<file path="config.mk">
export PLATFORM = sky130hd
export DESIGN_NAME = framed_packet_parser_xor_check
export DESIGN_NICKNAME = d
export VERILOG_FILES = /design/src/rtl/core/fpx_pkg.sv /design/src/rtl/core/fpx_in_reg.sv /design/src/rtl/core/fpx_parser.sv /design/src/rtl/core/fpx_rsp_reg.sv /design/src/rtl/core/framed_packet_parser_xor_check.sv
export VERILOG_INCLUDE_DIRS = /design/src /design/src/rtl/core
export SDC_FILE = /design/constraint.sdc
export NUM_CORES = 1
export LEC_CHECK = 0
export ABC_AREA = 1
export BUFFER_PORTS_ARGS = -buffer_cell sky130_fd_sc_hd__buf_2
export CAP_MARGIN = 20
export CORE_MARGIN = 2
export CORE_UTILIZATION = 35
export CTS_CLUSTER_DIAMETER = 150
export CTS_CLUSTER_SIZE = 30
export DETAILED_ROUTE_END_ITERATION = 16
export GPL_TIMING_DRIVEN = 0
export PLACE_DENSITY_LB_ADDON = 0.2
export SLEW_MARGIN = 20
export SYNTH_ARGS = -nofsm -noshare
export SYNTH_HDL_FRONTEND = slang
export SYNTH_SLANG_ARGS = --single-unit
</file>
<file path="constraint.sdc">
create_clock -name clock -period 6.04 [get_ports clock]
set_input_delay 0.302 -clock clock [delete_from_list [all_inputs] [get_ports clock]]
set_output_delay 0.302 -clock clock [all_outputs]
set_load 0.1 [all_outputs]
</file>
<file path="src/rtl/core/assert_macros.svh">
// Assertion shorthands for the RTL
`ifndef ASSERT_MACROS_SVH
`define ASSERT_MACROS_SVH

// Same-cycle implication, checked at every rising edge outside reset
`define FPX_ASSERT_NOW(label, clk, rst, ante, cons) \
   label: assert property (@(posedge clk) disable iff (rst) (ante) |-> (cons)) \
      else $error("same-cycle check failed");

// Next-cycle implication, checked at every rising edge outside reset
`define FPX_ASSERT_NEXT(label, clk, rst, ante, cons) \
   label: assert property (@(posedge clk) disable iff (rst) (ante) |=> (cons)) \
      else $error("next-cycle check failed");

`endif

</file>
<file path="src/rtl/core/fpx_pkg.sv">
`default_nettype none

package fpx_pkg;

   localparam int ByteWidth       = 8;
   localparam int LenWidth        = 4;
   localparam int PayloadWidth    = 64;
   localparam int MaxPayloadBytes = 8;

   localparam logic [ByteWidth-1:0] StartMarkerReset = 8'hAA;

   localparam logic StatusOk       = 1'b0;
   localparam logic StatusMismatch = 1'b1;

   typedef enum logic [2:0] {
      PHASE_IDLE  = 3'd0,
      PHASE_CMD   = 3'd1,
      PHASE_LEN   = 3'd2,
      PHASE_DATA  = 3'd3,
      PHASE_CHECK = 3'd4
   } phase_type;

   typedef struct packed {
      logic                    status;
      logic [ByteWidth-1:0]    command;
      logic [LenWidth-1:0]     length;
      logic [PayloadWidth-1:0] payload;
      logic [ByteWidth-1:0]    check;
   } frame_result_type;

endpackage

`default_nettype wire

</file>
<file path="src/rtl/core/fpx_in_reg.sv">
`default_nettype none

module fpx_in_reg (
   input  wire logic                         clock,
   input  wire logic                         reset,
   input  wire logic                         req_valid,
   output logic                              req_ready,
   input  wire logic [fpx_pkg::ByteWidth-1:0] req_rx_byte,
   input  wire logic                         advance,
   output logic                              byte_valid,
   output logic [fpx_pkg::ByteWidth-1:0]     byte_data
);
   import fpx_pkg::*;

   logic                 valid_ff;
   logic                 valid_in;
   logic [ByteWidth-1:0] byte_ff;

   // slot is free when empty or when its item moves on this cycle
   assign req_ready = !valid_ff || advance;
   assign valid_in  = req_ready ? req_valid : valid_ff;

   always_ff @(posedge clock) begin
      if (reset) begin
         valid_ff <= 1'b0;
      end else begin
         valid_ff <= valid_in;
      end
   end

   always_ff @(posedge clock) begin
      if (req_valid && req_ready) begin
         byte_ff <= req_rx_byte;
      end
   end

   assign byte_valid = valid_ff;
   assign byte_data  = byte_ff;

endmodule

`default_nettype wire

</file>
<file path="src/rtl/core/fpx_parser.sv">
`default_nettype none

module fpx_parser #(
   parameter int MAX_PAYLOAD_BYTES = fpx_pkg::MaxPayloadBytes
) (
   input  wire logic                          clock,
   input  wire logic                          reset,
   input  wire logic                          csr_write_en,
   input  wire logic [fpx_pkg::ByteWidth-1:0] csr_write_data,
   input  wire logic                          byte_valid,
   input  wire logic                          advance,
   input  wire logic [fpx_pkg::ByteWidth-1:0] byte_data,
   output logic                               result_valid,
   output fpx_pkg::frame_result_type          result
);
   import fpx_pkg::*;

   logic                 step;
   phase_type            phase_ff, phase_in;
   logic [ByteWidth-1:0] marker_ff;
   logic [ByteWidth-1:0] command_ff, command_in;
   logic [LenWidth-1:0]  length_ff, length_in;
   logic [LenWidth-1:0]  position_ff, position_in;
   logic [ByteWidth-1:0] xor_ff, xor_in;
   logic [ByteWidth-1:0] store_ff [MAX_PAYLOAD_BYTES];
   logic [ByteWidth-1:0] store_in [MAX_PAYLOAD_BYTES];
   logic [LenWidth-1:0]  position_next;
   logic                 store_clear;
   logic                 store_write;
   logic [PayloadWidth-1:0] packed_payload;

   assign step = byte_valid && advance;

   // pack stored payload, bytes at or past the length read as zero
   always_comb begin
      packed_payload = '0;
      for (int i = 0; i < MAX_PAYLOAD_BYTES; i++) begin
         if (LenWidth'(i) < length_ff) begin
            packed_payload[ByteWidth*i +: ByteWidth] = store_ff[i];
         end
      end
   end

   assign position_next = position_ff + LenWidth'(1);

   // phase decode and state updates for one byte
   always_comb begin
      phase_in     = phase_ff;
      command_in   = command_ff;
      length_in    = length_ff;
      position_in  = position_ff;
      xor_in       = xor_ff;
      store_clear  = 1'b0;
      store_write  = 1'b0;
      result_valid = 1'b0;
      result.status  = (xor_ff == byte_data) ? StatusOk : StatusMismatch;
      result.command = command_ff;
      result.length  = length_ff;
      result.payload = packed_payload;
      result.check   = byte_data;
      unique case (phase_ff)
         PHASE_CMD: begin
            command_in = byte_data;
            xor_in     = byte_data;
            phase_in   = PHASE_LEN;
         end
         PHASE_LEN: begin
            if (byte_data > ByteWidth'(MAX_PAYLOAD_BYTES)) begin
               // oversized frame is dropped silently
               phase_in = PHASE_IDLE;
            end else begin
               length_in   = byte_data[LenWidth-1:0];
               xor_in      = xor_ff ^ byte_data;
               position_in = '0;
               phase_in    = (byte_data == '0) ? PHASE_CHECK : PHASE_DATA;
            end
         end
         PHASE_DATA: begin
            store_write = 1'b1;
            xor_in      = xor_ff ^ byte_data;
            position_in = position_next;
            if (position_next >= length_ff) begin
               phase_in = PHASE_CHECK;
            end
         end
         PHASE_CHECK: begin
            result_valid = step;
            phase_in     = PHASE_IDLE;
         end
         default: begin
            // idle and unused codes hunt for the start byte
            if (byte_data == marker_ff) begin
               store_clear = 1'b1;
               position_in = '0;
               xor_in      = '0;
               phase_in    = PHASE_CMD;
            end else begin
               phase_in = PHASE_IDLE;
            end
         end
      endcase
   end

   // payload lanes, each written only at its own position, all cleared at a start byte
   always_comb begin
      for (int j = 0; j < MAX_PAYLOAD_BYTES; j++) begin
         if (store_clear) begin
            store_in[j] = '0;
         end else if (store_write && position_ff == LenWidth'(j)) begin
            store_in[j] = byte_data;
         end else begin
            store_in[j] = store_ff[j];
         end
      end
   end

   always_ff @(posedge clock) begin
      if (reset) begin
         phase_ff  <= PHASE_IDLE;
         marker_ff <= StartMarkerReset;
      end else begin
         if (step) begin
            phase_ff <= phase_in;
         end
         if (csr_write_en) begin
            marker_ff <= csr_write_data;
         end
      end
   end

   always_ff @(posedge clock) begin
      if (step) begin
         command_ff  <= command_in;
         length_ff   <= length_in;
         position_ff <= position_in;
         xor_ff      <= xor_in;
         for (int j = 0; j < MAX_PAYLOAD_BYTES; j++) begin
            store_ff[j] <= store_in[j];
         end
      end
   end

endmodule

`default_nettype wire

</file>
<file path="src/rtl/core/fpx_rsp_reg.sv">
`default_nettype none

module fpx_rsp_reg (
   input  wire logic                             clock,
   input  wire logic                             reset,
   input  wire logic                             result_valid,
   input  wire fpx_pkg::frame_result_type        result,
   output logic                                  advance,
   output logic                                  rsp_valid,
   input  wire logic                             rsp_ready,
   output logic                                  rsp_frame_status,
   output logic [fpx_pkg::ByteWidth-1:0]         rsp_frame_command,
   output logic [fpx_pkg::LenWidth-1:0]          rsp_frame_length,
   output logic [fpx_pkg::PayloadWidth-1:0]      rsp_frame_payload,
   output logic [fpx_pkg::ByteWidth-1:0]         rsp_received_check
);
   import fpx_pkg::*;

   logic             valid_ff;
   logic             valid_in;
   frame_result_type result_ff;

   // register takes a new item when empty or when the receiver takes the old one
   assign advance  = !valid_ff || rsp_ready;
   assign valid_in = advance ? result_valid : valid_ff;

   always_ff @(posedge clock) begin
      if (reset) begin
         valid_ff <= 1'b0;
      end else begin
         valid_ff <= valid_in;
      end
   end

   always_ff @(posedge clock) begin
      if (advance && result_valid) begin
         result_ff <= result;
      end
   end

   assign rsp_valid          = valid_ff;
   assign rsp_frame_status   = result_ff.status;
   assign rsp_frame_command  = result_ff.command;
   assign rsp_frame_length   = result_ff.length;
   assign rsp_frame_payload  = result_ff.payload;
   assign rsp_received_check = result_ff.check;

endmodule

`default_nettype wire

</file>
<file path="src/rtl/core/framed_packet_parser_xor_check.sv">
// Framed packet parser with XOR check.
// req channel: one received byte per item (req_rx_byte), valid/ready.
// rsp channel: one item per complete frame: status (0 match, 1 mismatch),
//   command, length, payload packed byte 0 in bits 7..0 with unused bytes
//   zero, and the check byte as received. Oversized frames give no item.
// csr port: csr_write_en/csr_write_data load the start marker (reset 0xAA);
//   write it only while no frame is in flight.
// The item for a frame passes from the input register through the parse
//   logic, which loads the result register when the check byte steps.
// Throughput: one byte per cycle while the receiver does not stall; the
//   running XOR and phase register are updated once per byte.
// Reset (synchronous, active high) empties both registers, returns the
//   parser to idle and restores the start marker.
// When the receiver stalls, the result register holds its item and the
//   input register still takes one more byte; req_ready then drops until
//   the result is taken.
`default_nettype none
`include "assert_macros.svh"

module framed_packet_parser_xor_check #(
   parameter int MAX_PAYLOAD_BYTES = fpx_pkg::MaxPayloadBytes
) (
   input  wire logic                            clock,
   input  wire logic                            reset,
   input  wire logic                            req_valid,
   output logic                                 req_ready,
   input  wire logic [fpx_pkg::ByteWidth-1:0]   req_rx_byte,
   output logic                                 rsp_valid,
   input  wire logic                            rsp_ready,
   output logic                                 rsp_frame_status,
   output logic [fpx_pkg::ByteWidth-1:0]        rsp_frame_command,
   output logic [fpx_pkg::LenWidth-1:0]         rsp_frame_length,
   output logic [fpx_pkg::PayloadWidth-1:0]     rsp_frame_payload,
   output logic [fpx_pkg::ByteWidth-1:0]        rsp_received_check,
   input  wire logic                            csr_write_en,
   input  wire logic [fpx_pkg::ByteWidth-1:0]   csr_write_data
);
   import fpx_pkg::*;

   logic                 advance;
   logic                 byte_valid;
   logic [ByteWidth-1:0] byte_data;
   logic                 result_valid;
   frame_result_type     result;

   fpx_in_reg u_in_reg (
      .clock       (clock),
      .reset       (reset),
      .req_valid   (req_valid),
      .req_ready   (req_ready),
      .req_rx_byte (req_rx_byte),
      .advance     (advance),
      .byte_valid  (byte_valid),
      .byte_data   (byte_data)
   );

   fpx_parser #(
      .MAX_PAYLOAD_BYTES (MAX_PAYLOAD_BYTES)
   ) u_parser (
      .clock          (clock),
      .reset          (reset),
      .csr_write_en   (csr_write_en),
      .csr_write_data (csr_write_data),
      .byte_valid     (byte_valid),
      .advance        (advance),
      .byte_data      (byte_data),
      .result_valid   (result_valid),
      .result         (result)
   );

   fpx_rsp_reg u_rsp_reg (
      .clock              (clock),
      .reset              (reset),
      .result_valid       (result_valid),
      .result             (result),
      .advance            (advance),
      .rsp_valid          (rsp_valid),
      .rsp_ready          (rsp_ready),
      .rsp_frame_status   (rsp_frame_status),
      .rsp_frame_command  (rsp_frame_command),
      .rsp_frame_length   (rsp_frame_length),
      .rsp_frame_payload  (rsp_frame_payload),
      .rsp_received_check (rsp_received_check)
   );

   // input side only backs up behind a stalled result
   `FPX_ASSERT_NOW(a_ready_low_only_on_stall, clock, reset, !req_ready, rsp_valid && !rsp_ready)

   // a finished frame always lands in the result register
   `FPX_ASSERT_NEXT(a_result_lands, clock, reset, result_valid, rsp_valid)

   // reported length never exceeds the payload capacity
   `FPX_ASSERT_NOW(a_length_bound, clock, reset, rsp_valid, rsp_frame_length <= LenWidth'(MAX_PAYLOAD_BYTES))

endmodule

`default_nettype wire
</file>
# ---- Yosys cells after proc, flatten, opt, wreduce, memory -nomap -nowiden
# Memories as Yosys holds them, arrays and structs flattened.
# Index checks and enable logic that the tools add are counted.
# Widths: inputs -> output; s select.
dict set report totals {
  regBits 130
  ram_bits 64
  in_bits 21
  wordCells 112
  memories 1
}
# memory depth width rd rd_clocked_by_memory_dff wr line_no
set mem_list {}
lappend mem_list {u_parser.store_ff 8 8 8 0 8 fpx_parser.sv:25} ;# logic [ByteWidth-1:0] store_ff [MAX_PAYLOAD_BYTES];
dict set report classes {
  add_sub_neg 1
  magnitude_cmp 10
  n_eq_ne 15
  muxes 34
  bitwise_logic 4
  reduce_logical 26
}
# operator count
set op_table {}
lappend op_table {{$mux 8} 18}
lappend op_table {{$pmux 8 s4} 1}
lappend op_table {{$eq 4x3->1 const B} 4}
lappend op_table {{$eq 8x8->1} 2}
lappend op_table {{$lt 3x4->1 const A} 4}
lappend op_table {{$pmux 3 s4} 1}
lappend op_table {{$pmux 4 s3} 1}
lappend op_table {{$logic_and 1x1->1} 11}
lappend op_table {{$mux 3} 3}
lappend op_table {{$eq 4x2->1 const B} 2}
lappend op_table {{$gt 8x4->1 const B} 1}
lappend op_table {{$logic_not 8->1} 1}
lappend op_table {{$lt 1x4->1 const A} 2}
lappend op_table {{$lt 2x4->1 const A} 2}
lappend op_table {{$mux 1} 8}
lappend op_table {{$mux 4} 2}
lappend op_table {{$reduce_and 4->1} 2}
lappend op_table {{$xor 8x8->8} 1}
lappend op_table {{$eq 3x2->1 const B} 2}
lappend op_table {{$add 4x1->4 const B} 1}
lappend op_table {{$eq 4x1->1 const B} 1}
lappend op_table {{$ge 4x4->1} 1}
lappend op_table {{$logic_not 4->1} 1}
lappend op_table {{$reduce_and 2->1} 2}
lappend op_table {{12 further kinds} 16}

# ---- Depth between registers and ports, before layout
dict set report logic_depth {
  depth_word 5
  mapped_depth 12
  ltp_nobuf 12
}

# ---- Modules after synthesis
# Synthesis repeated with hierarchy kept, for this count alone.
dict set report unflattened {
  hier_cells 562
  hier_area_um2 7399.6
}
# module n_inst cells_per_inst area_each_um2
set by_module_without_submodules {}
lappend by_module_without_submodules {fpx_parser 1 457 4511.8}
lappend by_module_without_submodules {fpx_rsp_reg 1 91 2600.0}
lappend by_module_without_submodules {fpx_in_reg 1 14 287.8}

# ---- Worst setup path after synthesis
# Ideal clock, no wire load.
dict set report synth_timing {
  path_type {flip-flop to flip-flop}
  start {register u_rsp_reg.valid_ff (netlist: u_rsp_reg.rsp_valid)}
  end {register u_rsp_reg.result_ff, in the netlist u_rsp_reg.rsp_frame_command[0] (enable)}
  setup_ns 0.530
  t_arrival_ns 4.518
  t_required_ns 5.510
  path_slack_ns 0.992
  path_stages_with_launch 4
  synth_period_minus_slack_ns 5.048
  cell_sequence {dfxtp_1 > nand2_1 > nand2_1 > nor2_1}
}
dict set report synth_between {
  elab_chain_len 5
}
# element line_no
set synth_rtl {}
lappend synth_rtl {{start, declared} fpx_rsp_reg.sv:19} ;# logic valid_ff;
lappend synth_rtl {{start signal, assigned} fpx_rsp_reg.sv:31} ;# valid_ff <= valid_in;
lappend synth_rtl {{$logic_not 1->1 (*)} fpx_rsp_reg.sv:24} ;# assign advance = !valid_ff || rsp_ready;
lappend synth_rtl {{$logic_or 1x1->1 (*)} fpx_rsp_reg.sv:24}
lappend synth_rtl {{$logic_and 1x1->1} fpx_parser.sv:32} ;# assign step = byte_valid && advance;
lappend synth_rtl {{$mux 1} fpx_parser.sv:61} ;# unique case (phase_ff)
lappend synth_rtl {{$logic_and 1x1->1 (*)} fpx_rsp_reg.sv:36} ;# if (advance && result_valid) begin
lappend synth_rtl {{end signal, assigned} fpx_rsp_reg.sv:37} ;# result_ff <= result;
lappend synth_rtl {{end, declared} fpx_rsp_reg.sv:21} ;# frame_result_type result_ff;
# Mark *: on every way between the ends. The rest lies on a longest branch, timed or not.
# A chain may end at the register's enable or synchronous reset.

==> impl_metrics.env <==
export IMPL_grt_pass1_wl_mm=21.4
export IMPL_vias=4172
export IMPL_insertedDiodeCount=0
export IMPL_cts_hold_buf=0
export IMPL_cp_slowest_stage_delay_ns=0.71
export IMPL_dp_cells=930
export IMPL_drc=0
export IMPL_drv_slew=0
export IMPL_area_delta_synth_final_pct=21.3
export IMPL_critical_path_buf_inv_count=1
export IMPL_finalPower_mw=2.71
export IMPL_skew_ns=0.00914
export IMPL_clkLatencyLatePin_ns=0.43
export IMPL_slew_headroom_pct=45.0
export IMPL_cts_buffer_depth=2
export IMPL_wl_met3_um=750
export IMPL_synth_most_common_cell="edfxtp_1"
export IMPL_drive_above_1_share_pct=23.3
export IMPL_synth_fp_nets=578
export IMPL_worstSetupEndpointType="flop"
export IMPL_track_usage_pct=13.1
export IMPL_fmax_ghz=0.430
export IMPL_port_buffers=107
export IMPL_dr_pass1_iters=4
export IMPL_core_area_um2=20400
export IMPL_post_drt_via_cell_ratio=4.34
export IMPL_ios=108
export IMPL_synth_edf_count=181
export IMPL_cts_root_buf="clkbuf_16"
export IMPL_dp_final_hpwl_mm=9.79
export IMPL_start_util_pct=35.9
export IMPL_gp_congestion=0.827
export IMPL_routed_wl_mm=13.9
export IMPL_ys_async_sr_fraction_pct=0
export IMPL_hp_class="in -> reg"
export IMPL_yosys_cell_types_count=29
export IMPL_final_antenna_net_count=0
export IMPL_grt_pass1_vias=4109
export IMPL_die_area_um2=22100
export IMPL_syn_avg_cell_area_um2=13.3
export IMPL_power_density_nw_per_um2=305
export IMPL_rows=52
export IMPL_finalSetupViolCount=0
export IMPL_fillers=1900
export IMPL_met2WireLength_mm=6.61
export IMPL_hold_viol=0
export IMPL_ys_flop_type="edfxtp_1"
export IMPL_ys_seq_area_share_pct=77.8
export IMPL_synth_area_top_cells="edfxtp_1 (74%), inv_1 (5.6%), nor2_1 (4.0%)"
export IMPL_clkTransAtPathRegs_ns=0.07
export IMPL_ctsHtreeMaxLevel=4
export IMPL_clock_sinks=194
export IMPL_min_delay_start="req_rx_byte[6]"
export IMPL_crit_top_cell="nand2_1"
export IMPL_synth_seq_cells=194
export IMPL_final_cells=962
export IMPL_antenna_found_initial=0
export IMPL_cts_setup_buffers=0
export IMPL_finalSetupTns_ns=0
export IMPL_synth_top_area_cell="edfxtp_1"
export IMPL_rsz0062_at_grt="false"
export IMPL_cts_buffers=17
export IMPL_synthCells=549
export IMPL_tightest_slew_ns=0.826
export IMPL_period_share_pct=38.5
export IMPL_fp_dieW_um=149
export IMPL_min_period_ns=2.33
export IMPL_yosysTopAreaCellShare_pct=74.2
export IMPL_cts_tree="yes"
export IMPL_ys_warnings_count=0
export IMPL_grt_max_degree=25
export IMPL_drt_iter0_drc=297
export IMPL_cap_violations=0
export IMPL_r2r_start="u_in_reg.byte_data[2]"
export IMPL_highest_signal_layer="met4"
export IMPL_grt_overflow_total=0
export IMPL_critPathLaunchType="flop"
export IMPL_wl_per_cell_um=14.4
export IMPL_status="complete, no violations"
export IMPL_arrival_ns=2.39
export IMPL_critical_path_class="reg -> reg"
export IMPL_irDropWorstVdd_v=0.000205
export IMPL_dieHeight_um=149
export IMPL_cts_resized_gates=0
export IMPL_crit_slowest_cell="a21oi_1"
export IMPL_cp_top_family="compound AO/OA/AOI/OAI gates"
export IMPL_required_ns=6.10
export IMPL_fin_nets=708
export IMPL_synth_common_cells="edfxtp_1 (181), inv_1 (110), nor2_1 (78), nand2_1 (77), a21oi_1 (17)"
export IMPL_crit_chain="inv_2 > nand2_1 > nand2_1 > nand2_1 > nor2_4 > nand3_4 > a21oi_1"
export IMPL_wl_met1_mm=6.28
export IMPL_worstPathMaxFanout=8
export IMPL_startpoint="u_in_reg.byte_data[2]"
export IMPL_netlist_area_um2=7320
export IMPL_p_leak_nw=3.64
-- routing by layer --
metal / GRT usage (%) / vias to the layer above
met4: 5.19 / 0
li1: - / 2069
met2: 21.2 / 126
met5: 0 / -
met3: 3.87 / 19
met1: 16.7 / 1958
-- where the power goes --
group	total, mW	internal [mW]	switching (mW)	leakage (nW)
Clock	1.07	0.549	0.525	0.278
Combinational	0.136	0.0316	0.104	1.62
Sequential	1.50	1.48	0.0180	1.75
Total	2.71	2.07	0.647	3.64
-- worst reg2reg max path, cell delays in order, from the launching register on --
cell and delay [ns]:
edfxtp_1 0.58, inv_2 0.17, nand2_1 0.06, nand2_1 0.05, nand2_1 0.08, nor2_4 0.15
nand3_4 0.16, a21oi_1 0.71
-- registers in the layout, summed over array words and instances (netlist names), 3 cells and up --
| name | flops |
|---|---|
| u_parser.store_ff | 64 |
| u_rsp_reg.rsp_frame_payload | 64 |
| u_in_reg.byte_data | 8 |
| u_parser.command_ff | 8 |
| u_parser.marker_ff | 8 |
| u_parser.xor_ff | 8 |
| u_rsp_reg.rsp_frame_command | 8 |
| u_rsp_reg.rsp_received_check | 8 |
| u_parser.length_ff | 4 |
| u_parser.position_ff | 4 |
| u_rsp_reg.rsp_frame_length | 4 |
| u_parser.phase_ff | 3 |
-- cells in the final DEF, fill, tap and decap left out, types with 9 or more instances in the layout --
cell type,n
o21ai_0,10
inv_1,110
dfxtp_1,13
xnor2_1,9
a21oi_1,17
nand2_1,77
clkbuf_16,17
buf_2,107
edfxtp_1,181
nor2_1,77
-- cell families after synthesis --
kind of cell	after synthesis	synth area share, %
flip-flops	194	77.8
AND/OR/NAND/NOR	182	10.6
buffers and inverters	117	6.10
AO/OA/AOI/OAI	36	2.70
XOR/XNOR	12	1.44
adder cells (fa/ha/maj)	8	1.37
-- through the flow --
step | cell area (µm²) | setup slack, ns | hold WS [ns] | utilization, %
floorplan | 7320 | 0.992 | 0.371 | -
global placement | 8190 | -0.264 | 0.404 | 40.2
global route | 8880 | 3.47 | 0.0213 | 43.6
CTS | 8880 | 3.65 | 0.0175 | 43.6
finish | 8880 | 3.71 | 0.0405 | 43.6
detailed placement | 8310 | 3.67 | 0.405 | 40.8
-- worst paths after layout --
| path | depth (start not counted) | endpoint | slack [ns] |
|---|---|---|---|
| hold / removal | 1 | u_in_reg.byte_data[6] | 0.04 |
| setup reg to reg | 7 | u_parser.store_ff[0][23] | 3.71 |
| setup / recovery | 7 | u_parser.store_ff[0][23] | 3.71 |
| hold reg to reg | 0 | u_rsp_reg.rsp_frame_command[3] | 0.42 |
-- layout make-up --
cell class                      instances  area [µm²]  area share, %
Multi-Input combinational cell        238        1190           13.4
Buffer                                  4        22.5          0.254
Inverter                              113         424           4.77
Clock inverter                         15         146           1.65
Tap cell                              270         338           3.80
Timing Repair Buffer                  111         646           7.27
Sequential cell                       194        5700           64.1
Clock buffer                           17         425           4.79
Power figures use the tool's default switching activity.
